`src/hw/rtl/svd_pkg.sv`:
```
// ----------------------------------------------------------------------------
// svd_pkg
// Shared types, status codes and the byte limit table for the signed
// variable-length integer decoder.
// ----------------------------------------------------------------------------
package svd_pkg;

    localparam int VALUE_W = 64;
    localparam int COUNT_W = 4;
    localparam int ADDR_W  = 3;
    localparam int DATA_W  = 32;

    // result status codes
    localparam logic [1:0] STATUS_OK       = 2'd0;
    localparam logic [1:0] STATUS_SHORT    = 2'd1;
    localparam logic [1:0] STATUS_TOO_LONG = 2'd2;

    // register indexes
    localparam logic REG_VALUE_SIZE = 1'b0;

    localparam logic [1:0] VALUE_SIZE_RESET = 2'd2;

    typedef struct packed {
        logic [7:0] byte_value;
        logic       buffer_end;
    } svd_in_t;

    typedef struct packed {
        logic signed [VALUE_W-1:0] value;
        logic [1:0]                status;
    } svd_out_t;

    // most encoded bytes allowed for each value size code
    function automatic logic [COUNT_W-1:0] byte_limit(input logic [1:0] value_size);
        logic [COUNT_W-1:0] lim;
        case (value_size)
            2'd0:    lim = 4'd2;
            2'd1:    lim = 4'd3;
            2'd2:    lim = 4'd5;
            default: lim = 4'd10;
        endcase
        return lim;
    endfunction

endpackage

```
`src/hw/rtl/signed_varint_decoder.sv`:
```
// ----------------------------------------------------------------------------
// signed_varint_decoder
// Decodes a byte stream of signed variable-length integers into 64-bit
// values with a status code.
// ----------------------------------------------------------------------------
//  channel   direction  payload                      handshake
//  in        sink       svd_in_t  {byte_value, end}  in_valid / in_ready
//  out       source     svd_out_t {value, status}    out_valid / out_ready
//  cfg       APB slave  value_size at offset 0x0     psel / penable / pready
//
//  One byte per cycle sustained while no result is stalled; a result passes
//  the input register, then the decode step into the result register.
//  The decode step (shift-or, limit compare, 64-bit negate) is a single step.
//  Reset clears the decode state, both valid flags and sets value_size to 2.
//  A stalled result holds the result register; the input register still
//  drains beats that produce no result.
// ----------------------------------------------------------------------------
module signed_varint_decoder (
    input  logic                       clk,
    input  logic                       rst_n,
    input  logic                       in_valid,
    output logic                       in_ready,
    input  svd_pkg::svd_in_t           in_data,
    output logic                       out_valid,
    input  logic                       out_ready,
    output svd_pkg::svd_out_t          out_data,
    input  logic                       psel,
    input  logic                       penable,
    input  logic                       pwrite,
    input  logic [svd_pkg::ADDR_W-1:0] paddr,
    input  logic [svd_pkg::DATA_W-1:0] pwdata,
    output logic [svd_pkg::DATA_W-1:0] prdata,
    output logic                       pready
);
    import svd_pkg::*;

    logic       vsize_hit;
    logic [1:0] value_size_reg;
    logic       s1_valid_reg;
    svd_in_t    s1_data_reg;
    logic       out_valid_reg;
    svd_out_t   out_data_reg;
    logic       s1_take;
    logic       has_result;
    svd_out_t   result;
    logic       cfg_write;

    assign pready    = 1'b1;
    assign cfg_write = psel && penable && pwrite && pready;
    assign vsize_hit = (paddr[2] == REG_VALUE_SIZE);
    assign prdata    = vsize_hit ? {{(DATA_W-2){1'b0}}, value_size_reg} : '0;

    always_ff @(posedge clk or negedge rst_n)
    begin
        if (!rst_n)
        begin
            value_size_reg <= VALUE_SIZE_RESET;
        end
        else if (cfg_write && vsize_hit)
        begin
            value_size_reg <= pwdata[1:0];
        end
    end

    // a beat with no result may leave even while the output is stalled
    assign s1_take  = s1_valid_reg && (!out_valid_reg || out_ready || !has_result);
    assign in_ready = !s1_valid_reg || s1_take;

    svd_core u_core (
        .clk        (clk),
        .rst_n      (rst_n),
        .value_size (value_size_reg),
        .item       (s1_data_reg),
        .take       (s1_take),
        .has_result (has_result),
        .result     (result)
    );

    always_ff @(posedge clk or negedge rst_n)
    begin
        if (!rst_n)
        begin
            s1_valid_reg <= 1'b0;
        end
        else if (in_ready)
        begin
            s1_valid_reg <= in_valid;
        end
    end

    always_ff @(posedge clk)
    begin
        if (in_ready && in_valid)
        begin
            s1_data_reg <= in_data;
        end
    end

    always_ff @(posedge clk or negedge rst_n)
    begin
        if (!rst_n)
        begin
            out_valid_reg <= 1'b0;
        end
        else if (s1_take && has_result)
        begin
            out_valid_reg <= 1'b1;
        end
        else if (out_ready)
        begin
            out_valid_reg <= 1'b0;
        end
    end

    always_ff @(posedge clk)
    begin
        if (s1_take && has_result)
        begin
            out_data_reg <= result;
        end
    end

    assign out_valid = out_valid_reg;
    assign out_data  = out_data_reg;

endmodule

```
`src/hw/rtl/svd_core.sv`:
```
// ----------------------------------------------------------------------------
// svd_core
// Decode state (accumulator, byte count) and the per-byte step logic. The
// result is combinational; the state moves only on a take.
// ----------------------------------------------------------------------------
module svd_core (
    input  logic            clk,
    input  logic            rst_n,
    input  logic [1:0]      value_size,
    input  svd_pkg::svd_in_t item,
    input  logic            take,
    output logic            has_result,
    output svd_pkg::svd_out_t result
);
    import svd_pkg::*;

    logic [VALUE_W-1:0] acc_reg;
    logic [VALUE_W-1:0] acc_next;
    logic [COUNT_W-1:0] count_reg;
    logic [COUNT_W-1:0] count_next;
    logic [COUNT_W-1:0] limit;
    logic [VALUE_W-1:0] magnitude;

    assign limit     = byte_limit(value_size);
    assign magnitude = {acc_reg[VALUE_W-7:0], item.byte_value[5:0]};

    always_comb
    begin
        has_result    = 1'b0;
        result.value  = '0;
        result.status = STATUS_OK;
        acc_next      = acc_reg;
        count_next    = count_reg;
        if (item.buffer_end)
        begin
            // end between values is silent
            if (count_reg != '0)
            begin
                has_result    = 1'b1;
                result.status = STATUS_SHORT;
                acc_next      = '0;
                count_next    = '0;
            end
        end
        else if (count_reg >= limit)
        begin
            // offending byte is dropped
            has_result    = 1'b1;
            result.status = STATUS_TOO_LONG;
            acc_next      = '0;
            count_next    = '0;
        end
        else if (item.byte_value[7])
        begin
            has_result   = 1'b1;
            result.value = item.byte_value[6] ? (-magnitude) : magnitude;
            acc_next     = '0;
            count_next   = '0;
        end
        else
        begin
            acc_next   = {acc_reg[VALUE_W-8:0], item.byte_value[6:0]};
            count_next = count_reg + 4'd1;
        end
    end

    always_ff @(posedge clk or negedge rst_n)
    begin
        if (!rst_n)
        begin
            acc_reg   <= '0;
            count_reg <= '0;
        end
        else if (take)
        begin
            acc_reg   <= acc_next;
            count_reg <= count_next;
        end
    end

endmodule

```
`config.mk`:
```
export PLATFORM = sky130hd
export DESIGN_NAME = signed_varint_decoder
export DESIGN_NICKNAME = d
export VERILOG_FILES = /design/src/hw/rtl/svd_pkg.sv /design/src/hw/rtl/signed_varint_decoder.sv /design/src/hw/rtl/svd_core.sv
export SDC_FILE = /design/constraint.sdc
export NUM_CORES = 1
export LEC_CHECK = 0
export ABC_AREA = 1
export BUFFER_PORTS_ARGS = -buffer_cell sky130_fd_sc_hd__buf_2
export CORE_MARGIN = 3
export CORE_UTILIZATION = 35
export DETAILED_ROUTE_END_ITERATION = 7
export GPL_TIMING_DRIVEN = 1
export MAX_ROUTING_LAYER = met4
export PLACE_DENSITY = 0.62
export REMOVE_ABC_BUFFERS = 1
export SLEW_MARGIN = 10
export SYNTH_ARGS = -nofsm -noshare
export SYNTH_HDL_FRONTEND = slang
export SYNTH_SLANG_ARGS = --single-unit
```
`constraint.sdc`:
```
create_clock -name clk -period 3.84 [get_ports clk]
set_input_delay 0.192 -clock clk [delete_from_list [all_inputs] [get_ports clk]]
set_output_delay 0.192 -clock clk [all_outputs]
set_load 0.05 [all_outputs]
```
# Yosys cells after proc, flatten, opt, wreduce, memory -nomap -nowiden
# Index checks and enable logic that the tools add are counted.
[word_totals]
regBits = 141
output_inout_bits = 101
[op_classes]
mux = 20
addsub = 2
bitwise_logic = 2
n_eq_ne = 3
n_reduce_logical = 17
n_lt_le_gt_ge = 1
[op_table]
columns = ["cell", "n"]
rows = [
  ["two-way mux 58 bit", 4],
  ["two-way mux 64 bit", 1],
  ["negator 64 bit", 1],
  ["two-way mux 4 bit", 4],
  ["case mux 4 bit (3 select lines)", 1],
  ["two-way mux 1 bit", 7],
  ["logical AND 1 bit", 6],
  ["two-way mux 2 bit", 3],
  ["adder 4 x 1 -> 4 bit, second input constant", 1],
  ["greater-or-equal comparator 4 bit", 1],
  ["nonzero test 4 bit", 1],
  ["zero test 1 bit", 3],
  ["logical OR 1 bit", 3],
  ["OR reduction 3 bit", 1],
  ["== test 2 x 1 -> 1 bit, second input constant", 1],
  ["== test 2 bit, second input constant", 1],
  ["zero test 2 bit", 1],
  ["!= test 2 x 1 -> 1 bit, second input constant", 1],
  ["NOT 1 bit", 2],
  ["AND reduction 2 bit", 1],
  ["nonzero test 2 bit", 1],
]

# Depth between registers and ports, before layout
[logic_depth]
depth_word = 10
mapped_depth = 15
ltp_nobuf = 14

# Cells and area by module
# Synthesis repeated with hierarchy kept, for this count alone.
[hier_totals]
cells_unflattened = 1003
area_unflattened_um2 = 7857.5
[by_module_without_submodules]
columns = ["module", "area_per_inst_um2", "n_inst", "seq_area_each_um2", "cells_per_inst"]
rows = [
  ["svd_core", 5148.7, 1, 1551.5, 863],
  ["signed_varint_decoder", 2708.8, 1, 2353.5, 140],
]

# Worst setup path before layout
# OpenSTA, ideal clock, no wires.
[synth_timing]
kind = "register to register"
start = "reg value_size_reg[1]"
end = "reg out_data_reg (netlist bit out_data[0]) (enable)"
period_less_slack_ns = 3.599
path_slack_ns = 0.241
path_stages_with_launch = 14
setup_ns = 0.420
path_buffers = 1
t_arrival_ns = 3.178
path_cell_list = "dfstp_2 > ha_1 > inv_1 > ha_1 > a21oi_1 > nand3_2 > nor2_4 > inv_2 > nand2_1 > nand2_2 > buf_6 > inv_1 > nand2_1 > inv_1"
[synth_between]
elab_chain_len = 9
word_cells_on_any_way = 11
[synth_rtl]
columns = ["item", "line_no", "rtl"]
rows = [
  ["start, declared", "signed_varint_decoder.sv:38", "logic [1:0] value_size_reg;"],
  ["start signal, assigned", "signed_varint_decoder.sv:61", "value_size_reg <= pwdata[1:0];"],
  ["== test 2 bit (tied with other cells)", "svd_pkg.sv:36", "case (value_size)"],
  ["case mux 4 bit (3 select lines) (*)", "svd_pkg.sv:36", ""],
  ["greater-or-equal comparator 4 bit (*)", "svd_core.sv:45", "else if (count_reg >= limit)"],
  ["two-way mux 1 bit (*)", "svd_core.sv:45", ""],
  ["two-way mux 1 bit (*)", "svd_core.sv:34", "if (item.buffer_end)"],
  ["zero test 1 bit", "signed_varint_decoder.sv:66", "assign s1_take = s1_valid_reg && (!out_valid_reg || out_ready || !has_result);"],
  ["logical OR 1 bit", "signed_varint_decoder.sv:66", ""],
  ["logical AND 1 bit", "signed_varint_decoder.sv:66", ""],
  ["logical AND 1 bit (*)", "signed_varint_decoder.sv:117", "if (s1_take && has_result)"],
  ["end signal, assigned", "signed_varint_decoder.sv:119", "out_data_reg <= result;"],
  ["end, declared", "signed_varint_decoder.sv:42", "svd_out_t out_data_reg;"],
]
# Mark *: on every way between the ends. The rest lies on a longest branch, timed or not.
# A chain may end at the register's enable or synchronous reset.

# Worst setup path after layout
[layout_timing]
start = "reg value_size_reg[1]"
end = "reg out_data_reg (netlist bit out_data[37]) (data pin)"
[layout_between]
elab_chain_len = 4
word_cells_on_any_way = 6
[layout_rtl]
columns = ["item", "line_no"]
rows = [
  ["== test 2 bit (tied with other cells)", "svd_pkg.sv:36"],
  ["case mux 4 bit (3 select lines) (*)", "svd_pkg.sv:36"],
  ["greater-or-equal comparator 4 bit (*)", "svd_core.sv:45"],
  ["OR reduction 3 bit (no line) (*)", "n/a"],
]
# Marked as above.

==> results.json <==
{
  "grt.total_usage_pct": 17.4,
  "async_flop_share_pct": 46.8,
  "crit_buf_inv": 2,
  "routed_via_density": 4.82,
  "maxCapViolations": 0,
  "hold_path_class": "input port to flip-flop",
  "clk_latency_ns": 0.43,
  "yosysMostFrequentCell": "nand2_1",
  "postCtsSetupBuffers": 0,
  "end_kind": "flip-flop",
  "overflow": 0,
  "num_io_pins": 152,
  "path_delay_family": "compound AO/OA/AOI/OAI gates",
  "tightest_slew_ns": 0.832,
  "cts_hold_buf": 13,
  "internal-power_w": 0.00337,
  "synth_area_sq_mm": 0.00779,
  "grt_first_pass_wirelength_um": 32400,
  "r2r_setup_slack_ns": 1.11,
  "ir_drop_mv": 0.527,
  "final_cell_area_sq_mm": 0.00903,
  "die_x_um": 155,
  "ctsResizeCount": 0,
  "cpMaxStageDelayCell": "dfstp_2",
  "slew_violations": 0,
  "numCtsBuffers": 17,
  "rsz0062_at_grt": "false",
  "ys_warn_count": 0,
  "drive_gt1_share_pct": 15.6,
  "grt_pass1_vias": 6187,
  "power.share.clock_pct": 27.6,
  "max_stage_delay_ns": 0.54,
  "dr_wl_met2_um": 9110,
  "synth.area.top_cells": "edfxtp_1, dfrtp_1, nand2_1",
  "final_hold_viol_count": 0,
  "crit_required_ns": 4.09,
  "leakage_nw": 4.20,
  "grt_max_degree": 74,
  "routedWlPerCell_um": 14.6,
  "slew_headroom_pct": 44.5,
  "post-synth-top-area-cell": "edfxtp_1",
  "period_share_pct": 71.1,
  "setup_ws_ns": 1.11,
  "dp_slack_ns": 1.12,
  "finalSetupViolCount": 0,
  "n_antenna_cell": 0,
  "synthToLayoutAreaGrowth_pct": 15.9,
  "ys_ff_latch": 141,
  "place_area_sq_mm": 0.00833,
  "finClkSkew_ns": 0.0100,
  "drt-pass1-iter-count": 5,
  "nets": 1129,
  "cp_cell_sequence": "ha_1 > inv_1 > ha_1 > a21oi_1 > nand3_2 > nor2_4 > buf_4 > o21ai_0 > a21oi_1",
  "cts.htree.levels": 4,
  "hpwl_um": 13600,
  "start_kind": "flip-flop",
  "place_congestion": 0.918,
  "die_area_sq_mm": 0.0241,
  "status": "finished, final reports clean",
  "floorplan.initialDensity_pct": 36.4,
  "synth_common_cells": "nand2_1, nor2_1, edfxtp_1, dfrtp_1, inv_1",
  "largest_register_ffs": 66,
  "p_per_area_mw_per_mm2": 654,
  "cp.arrival_ns": 2.98,
  "utilization_pct": 42.2,
  "synth_top_area_share_pct": 28.9,
  "antenna_found_initial": 0,
  "ys_seq_area_share_pct": 50.1,
  "wl_um": 19800,
  "die_y_um": 155,
  "clock-root-buffer": "clkbuf_16",
  "synth_cells": 974,
  "p_sw_share_pct": 42.9,
  "drt-met1-wl_um": 9170,
  "clock_sinks": 141,
  "core.rowCount": 53,
  "synth_edf_count": 75,
  "p_comb_share_pct": 37.0,
  "clk_path_buf_depth": 2,
  "synthDistinctLibCells": 34,
  "postRouteAntennaNets": 0,
  "maxUsedRoutingLayer": "met4",
  "drt_iter0_drc": 486,
  "critPathKind": "flip-flop to flip-flop",
  "vias": 6541,
  "cp_max_fo": 43,
  "path_clk_slew_ns": 0.06,
  "wl_met3_um": 1140,
  "route.detailed.drc": 0,
  "fmax_ghz": 0.366,
  "port_buffers": 88,
  "period_needed_ns": 2.73,
  "dominantRegCellSynth": "edfxtp_1",
  "synth.avg_cell_area_sq_um": 8.00,
  "p_sw_w": 0.00253,
  "core_sq_mm": 0.0214,
  "cts_tree": "done",
  "pwr-share-seq_pct": 35.4
}
[tightest hold or removal path, stage by stage]
cell and delay, ns:
buf_2 0.07, inv_1 0.04, nand2_1 0.05, nand2_1 0.05
[logic make-up (layout without fill, tap and decap cells)]
family | after synthesis | count (layout) | synth area share, %
simple gates | 536 | 536 | 27.8
compound gates | 154 | 154 | 11.1
flops | 141 | 141 | 50.1
buf+inv | 124 | 203 | 8.48
fa+ha+maj | 9 | 9 | 1.45
xor+xnor | 8 | 8 | 0.900
other cells | 2 | 31 | 0.0964
[per-layer routing]
| layer | up-vias | track usage (%) |
|---|---|---|
| met5 | - | - |
| met4 | 0 | 5.38 |
| met3 | 36 | 4.06 |
| met2 | 193 | 26.8 |
| met1 | 3006 | 23.0 |
| li1 | 3306 | - |
[placed cells by master (no fill, tap or decap), drive strengths merged, types with 13 or more instances in the layout]
| master | n |
|---|---|
| nand2 | 296 |
| nor2 | 183 |
| o21ai | 108 |
| buf | 97 |
| edfxtp | 75 |
| dfrtp | 65 |
| inv | 60 |
| a21oi | 42 |
| nand3 | 34 |
| conb | 31 |
| clkbuf | 21 |
| nand4 | 13 |
| dlygate4sd3 | 13 |
[path summary, 6_finish.rpt]
| path | start | endpoint | cells after the start |
|---|---|---|---|
| max reg2reg | value_size_reg[1] | out_data[37] | 9 |
| min | out_ready | out_valid | 4 |
| max in group asynchronous | rst_n | u_core.acc_reg[28] | 3 |
| max | value_size_reg[1] | out_data[37] | 9 |
| min in group asynchronous | rst_n | value_size_reg[0] | 2 |
| min reg2reg | value_size_reg[1] | value_size_reg[1] | 2 |
[per-stage QoR]
step / TNS, ns / hold WS (ns) / instances / total power [W]
6_report: 0 / 0.0140 / 1357 / 0.00590
5_1_grt: 0 / 0.0563 / 1357 / 0.00624
4_1_cts: 0 / 0.000421 / 1357 / 0.00595
3_5_place_dp: 0 / 0.306 / 1312 / 0.00430
3_3_place_gp: 0 / 0.298 / 1312 / 0.00428
2_1_floorplan: -87.61 / -0.104 / 940 / 0.00375
[power groups by stage]
stage               registers (W)  logic, W  clock network, W
global route              0.00212   0.00239           0.00173
CTS                       0.00209   0.00221           0.00166
global placement          0.00212   0.00216                 0
finish                    0.00209   0.00218           0.00163
floorplan                 0.00279  0.000955                 0
detailed placement        0.00212   0.00219                 0
[layout make-up]
| type | count | area, sq um |
|---|---|---|
| inverter | 61 | 229 |
| timing repair buffer | 110 | 638 |
| clock buffer | 21 | 450 |
| tap | 275 | 344 |
| clock inverter | 11 | 120 |
| fill | 2155 | 12400 |
| sequential | 141 | 3910 |
| multi-input combinational | 738 | 3340 |
(Power assumes the default switching activity.)
